$ cat src/rtl/assert_macros.svh
// assertion macros shared by the rgb convolution rtl
// no dependencies; included by modules that carry checks
`ifndef ASSERT_MACROS_SVH
`define ASSERT_MACROS_SVH
`ifndef SYNTHESIS
`define CHK_ASSERT(lbl, clk, rstn, prop) \
    lbl: assert property (@(posedge clk) disable iff (!rstn) prop) else $error("check failed");
`define CHK_NEVER(lbl, clk, rstn, expr) \
    lbl: assert property (@(posedge clk) disable iff (!rstn) !(expr)) else $error("check failed");
`else
`define CHK_ASSERT(lbl, clk, rstn, prop)
`define CHK_NEVER(lbl, clk, rstn, expr)
`endif
`endif

$ cat src/rtl/rgbc3_pkg.sv
// shared types, constants and weight lookup for the rgb 3x3 convolution
// no dependencies
package rgbc3_pkg;

    localparam int CH_W             = 8;
    localparam int PIX_W            = 24;
    localparam int SUM_W            = 20;
    localparam int CNT_W            = 11;
    localparam int REM_W            = 19;
    localparam int TAP_W            = 4;
    localparam int TAP_LAST         = 8;
    localparam int DIV_LAST         = 7;
    localparam int SIZE_W           = 11;
    localparam int MAX_FRAME_HEIGHT = 1024;

    localparam logic [1:0] REG_WEIGHTS_UPPER = 2'd0;
    localparam logic [1:0] REG_WEIGHTS_LOWER = 2'd1;
    localparam logic [1:0] REG_FRAME_WIDTH   = 2'd2;
    localparam logic [1:0] REG_FRAME_HEIGHT  = 2'd3;

    typedef struct packed {
        logic             accept;
        logic             shift;
        logic             mac_en;
        logic [TAP_W-1:0] tap;
        logic             div_init;
        logic             div_en;
        logic [2:0]       div_bit;
        logic             out_load;
    } ctrl_cmd_t;

    typedef struct packed {
        logic drop;
        logic emit;
        logic out_busy;
    } ctrl_stat_t;

    function automatic logic signed [7:0] tap_weight(input logic [47:0] wu,
                                                     input logic [23:0] wl,
                                                     input logic [TAP_W-1:0] tap);
        logic signed [7:0] w;
        case (tap)
            4'd0: w = wu[7:0];
            4'd1: w = wu[15:8];
            4'd2: w = wu[23:16];
            4'd3: w = wu[31:24];
            4'd4: w = wu[39:32];
            4'd5: w = wu[47:40];
            4'd6: w = wl[7:0];
            4'd7: w = wl[15:8];
            4'd8: w = wl[23:16];
            default: w = 8'sd0;
        endcase
        return w;
    endfunction

endpackage

$ cat src/rtl/rgbc3_ctrl.sv
// sequencer for the rgb 3x3 convolution: accept, window shift, mac, divide, output
// depends on rgbc3_pkg and assert_macros.svh
`include "assert_macros.svh"
module rgbc3_ctrl
    import rgbc3_pkg::*;
(
    input  logic       aclk,
    input  logic       aresetn,
    input  logic       s_tvalid,
    output logic       s_tready,
    input  ctrl_stat_t stat,
    output ctrl_cmd_t  cmd
);

    localparam logic [2:0] S_IDLE  = 3'd0;
    localparam logic [2:0] S_SHIFT = 3'd1;
    localparam logic [2:0] S_MAC   = 3'd2;
    localparam logic [2:0] S_PREP  = 3'd3;
    localparam logic [2:0] S_DIV   = 3'd4;
    localparam logic [2:0] S_OUT   = 3'd5;

    logic [2:0]       state_reg, state_next;
    logic [TAP_W-1:0] step_reg, step_next;
    logic             accept;

    assign s_tready = (state_reg == S_IDLE);
    assign accept   = s_tvalid && s_tready;

    always_comb begin
        state_next   = state_reg;
        step_next    = step_reg;
        cmd          = '0;
        cmd.accept   = accept;
        cmd.tap      = step_reg;
        cmd.div_bit  = step_reg[2:0];
        case (state_reg)
            S_IDLE: begin
                if (accept && !stat.drop) state_next = S_SHIFT;
            end
            S_SHIFT: begin
                cmd.shift = 1'b1;
                step_next = '0;
                state_next = stat.emit ? S_MAC : S_IDLE;
            end
            S_MAC: begin
                cmd.mac_en = 1'b1;
                if (step_reg == TAP_W'(TAP_LAST)) begin
                    state_next = S_PREP;
                end else begin
                    step_next = step_reg + 1'b1;
                end
            end
            S_PREP: begin
                cmd.div_init = 1'b1;
                step_next = TAP_W'(DIV_LAST);
                state_next = S_DIV;
            end
            S_DIV: begin
                cmd.div_en = 1'b1;
                if (step_reg == '0) begin
                    state_next = S_OUT;
                end else begin
                    step_next = step_reg - 1'b1;
                end
            end
            S_OUT: begin
                if (!stat.out_busy) begin
                    cmd.out_load = 1'b1;
                    state_next = S_IDLE;
                end
            end
            default: state_next = S_IDLE;
        endcase
    end

    always_ff @(posedge aclk) begin
        if (!aresetn) begin
            state_reg <= S_IDLE;
            step_reg  <= '0;
        end else begin
            state_reg <= state_next;
            step_reg  <= step_next;
        end
    end

    `CHK_ASSERT(a_start, aclk, aresetn, (accept && !stat.drop) |=> (state_reg == S_SHIFT))
    `CHK_ASSERT(a_tap_range, aclk, aresetn, (state_reg == S_MAC) |-> (step_reg <= TAP_W'(TAP_LAST)))
    `CHK_ASSERT(a_div_range, aclk, aresetn, (state_reg == S_DIV) |-> (step_reg <= TAP_W'(DIV_LAST)))
    `CHK_ASSERT(a_out_done, aclk, aresetn, (state_reg == S_OUT && !stat.out_busy) |=> (state_reg == S_IDLE))

endmodule

$ cat config.mk
export PLATFORM = sky130hd
export DESIGN_NAME = rgbc3_ctrl
export DESIGN_NICKNAME = d
export VERILOG_FILES = /design/src/rtl/rgbc3_pkg.sv /design/src/rtl/rgbc3_ctrl.sv
export VERILOG_INCLUDE_DIRS = /design/src /design/src/rtl
export SDC_FILE = /design/constraint.sdc
export NUM_CORES = 1
export LEC_CHECK = 0
export BUFFER_PORTS_ARGS = -buffer_cell sky130_fd_sc_hd__buf_4
export CAP_MARGIN = 30
export CORE_UTILIZATION = 35
export DETAILED_ROUTE_END_ITERATION = 8
export SLEW_MARGIN = 15
export SYNTH_ARGS = -nofsm -noshare
export SYNTH_HDL_FRONTEND = slang
export SYNTH_SLANG_ARGS = --single-unit
$ cat constraint.sdc
create_clock -name aclk -period 2.1 [get_ports aclk]
set_clock_uncertainty 0.1 [all_clocks]
set_input_delay 0.105 -clock aclk [delete_from_list [all_inputs] [get_ports aclk]]
set_output_delay 0.105 -clock aclk [all_outputs]
set_load 0.005 [all_outputs]
==> reports/metrics.csv <==
metric,value,unit
R2R Setup Slk,0.34,ns
root buffer cell,clkbuf_4,
Initial DRT Pass Iterations,6,
endpoint class of the critical path,flop,
Initial Util,0.395,
Worst Min Path Start,aresetn,
fraction of layout cells with a size suffix above 1,0.313,
CTS tree,built,
setup violators final,0,
final cell count without fillers,115,
worst path required time,2.20,ns
unrepaired setup endpoints after global routing,no,
Tightest Hold Check Type,in -> reg,
Slew Limit Headroom,0.739,
Reg2Reg Capture Point,step_reg[3],
worst r2r src,state_reg[1],
period utilization,0.838,
Rows,14,
hold path cells,3,
"antenna viol nets, final",0,
Crit-path slowest cell,dfxtp_1,
diodes inserted,0,
crit path max fanout,8,
syn_nets,90,
1st-iter DRT viols,11,
Synth Cell Area,623,um^2
clk sinks,7,
Global Route Usage Sum,0.179,
Synth Area per Inst,7.60,um^2
Layout fillers,158,
worst vdd ir,316,uV
clock tree buffer depth,2,
Placeable Area,0.00158,mm^2
Yosys warnings,0,
Final Critical Period,1.76,ns
dpl cells,111,
R2R cell count,8,
setup bufs post-CTS,0,
hold buffers post-CTS,0,
Congestion Overflow GR,0,
CP Data Arrival Time,1.86,ns
Final nets,108,
CTS Buf Count,3,
Clock Pin Slew Worst Setup and Hold Paths,0.06,ns
initial antenna violation count,0,
number of global-route vias before repair,588,
DIE AREA,0.00195,mm^2
Worst-Skew Late Latency,0.26,ns
max cap viols,0,
Slew Limit Fails,0,
# resized after CTS,0,
LEAKAGE,0.000348,uW
crit-path cells,"and2b_4, nand2_4, clkinv_4, ha_1, a31oi_1, o22ai_1, o21a_1, mux2i_1",
kind of critical path,reg -> reg,
RePlAce Congestion,0.790,
"Hold Vio Cnt, Final",0,
Post-Synthesis Cells,82,
Setup crit start,state_reg[1],
status,completed,
Critical Path Source Type,flop,
drc violations,0,
Cell Pwr Density,447,mW/mm^2
Yosys reg bits,7,
Avg WL per Cell,12.8,um
Vias,636,
Unique masters post-synth,40,
Total Neg Setup Slack,0,ns
synth-to-layout area growth,25.5,%
H-tree depth,1,
Port Buf Inserts,19,
I/O Pins,20,
number of vias per cell,5.53,
Worst Hold Path EP,step_reg[2],
first-pass GRT wire length,2490,um
final WL,1470,um
largest net degree at the start of global routing,13,
Max Freq,568,MHz
DP HPWL,1040,um
Slew @ Worst Pin,0.391,ns
CP max stage delay,0.32,ns
sequential element share of the synthesized area,0.225,
Die Span Y,44.2,um
max reg flops,4,
Chip Width,44.2,um
==> critical path: cells and delay by family (launching register included) <==
family | cells | cell delay (ns)
and+or+nand+nor | 2 | 0.30
adders and majority gates | 1 | 0.31
AOI/OAI and AO/OA | 3 | 0.46
buffers and inverters | 1 | 0.08
muxes | 1 | 0.12
DFF | 1 | 0.32
==> per-layer routing <==
| layer | up-vias | part of all wire | GRT usage |
|---|---|---|---|
| met3 | 6 | 0.060 | 0.0612 |
| met5 | - | 0 | 0 |
| met1 | 290 | 0.44 | 0.199 |
| met4 | 0 | 0.031 | 0.109 |
| met2 | 18 | 0.47 | 0.294 |
| li1 | 322 | - | - |
==> power breakdown <==
group / leakage (uW) / internal (uW) / switching [uW] / total [uW]
clock: 0.0000150 / 73.0 / 57.0 / 130
combinational: 0.000277 / 39.8 / 36.5 / 76.4
sequential: 0.0000567 / 137 / 5.84 / 143
==> final cells by class <==
class,count,area [um^2],area share
clock buffers,4,26.3,0.0336
inverters,4,20.0,0.0256
multi-input cells,62,410,0.525
flip-flops and latches,7,140,0.179
well taps,16,20.0,0.0256
repair buffers,22,165,0.211
==> worst max path at each step <==
stage | end | slack [ns] | cells after the start
2_1_floorplan | step_reg[3] | 0.42 | 8
3_3_place_gp | step_reg[3] | 0.39 | 9
3_5_place_dp | step_reg[3] | 0.34 | 8
4_1_cts | step_reg[3] | 0.33 | 8
5_1_grt | step_reg[3] | 0.20 | 8
6_report | step_reg[3] | 0.34 | 8
==> cell families (layout without fill, tap and decap cells) <==
logic type      Yosys count  in the layout  share of synthesized area
simple gates             30             30                      0.267
compound gates           25             25                      0.277
buf+inv                  13             30                      0.116
flops                     7              7                      0.225
xor+xnor                  3              3                     0.0422
fa+ha+maj                 2              2                     0.0402
mux                       2              2                     0.0321
==> cell usage after synthesis, drive strengths merged <==
| library cell | instances | share of area |
|---|---|---|
| nor3b | 2 | 0.024 |
| o31ai | 1 | 0.012 |
| nand2 | 9 | 0.066 |
| clkbuf | 1 | 0.0060 |
| clkinv | 1 | 0.014 |
| ha | 2 | 0.040 |
| o32a | 1 | 0.016 |
| and3 | 1 | 0.010 |
| a21oi | 5 | 0.040 |
| nor3 | 3 | 0.024 |
| o2111ai | 1 | 0.014 |
| and2 | 3 | 0.034 |
| o21ai | 4 | 0.032 |
| buf | 8 | 0.078 |
| nand3 | 2 | 0.016 |
| a211oi | 2 | 0.024 |
| nor2 | 4 | 0.024 |
| o22ai | 2 | 0.020 |
| o221ai | 1 | 0.024 |
| nand2b | 3 | 0.030 |
| inv | 3 | 0.018 |
| a21o | 1 | 0.012 |
| and2b | 2 | 0.028 |
| a21boi | 2 | 0.024 |
| nor4 | 1 | 0.010 |
| xor2 | 2 | 0.028 |
| o21a | 2 | 0.024 |
| mux2i | 2 | 0.032 |
| dfxtp | 7 | 0.22 |
| a31oi | 2 | 0.020 |
| a22o | 1 | 0.014 |
| xnor2 | 1 | 0.014 |
==> placed cells by master, fill, tap and decap left out, drive strengths merged, types with 2 or more instances in the layout <==
| cell type | netlist | layout |
|---|---|---|
| a211oi | 2 | 2 |
| a21boi | 2 | 2 |
| a21oi | 5 | 5 |
| a31oi | 2 | 2 |
| and2 | 3 | 3 |
| and2b | 2 | 2 |
| buf | 8 | 22 |
| clkbuf | 1 | 4 |
| dfxtp | 7 | 7 |
| ha | 2 | 2 |
| inv | 3 | 3 |
| mux2i | 2 | 2 |
| nand2 | 9 | 9 |
| nand2b | 3 | 3 |
| nand3 | 2 | 2 |
| nor2 | 4 | 4 |
| nor3 | 3 | 3 |
| nor3b | 2 | 2 |
| o21a | 2 | 2 |
| o21ai | 4 | 4 |
| o22ai | 2 | 2 |
| xor2 | 2 | 2 |
==> metrics by stage <==
stage	worst slack (ns)	total power [uW]	cell area (um^2)	hold WS, ns	util
6_report	0.341	349	782	0.0265	0.496
5_1_grt	0.199	375	782	0.0425	0.496
4_1_cts	0.333	355	782	0.0209	0.496
3_5_place_dp	0.337	222	756	0.297	0.479
3_3_place_gp	0.394	222	756	0.295	0.479
2_1_floorplan	0.417	192	623	0.120	-
Power figures use the tool's default switching activity.
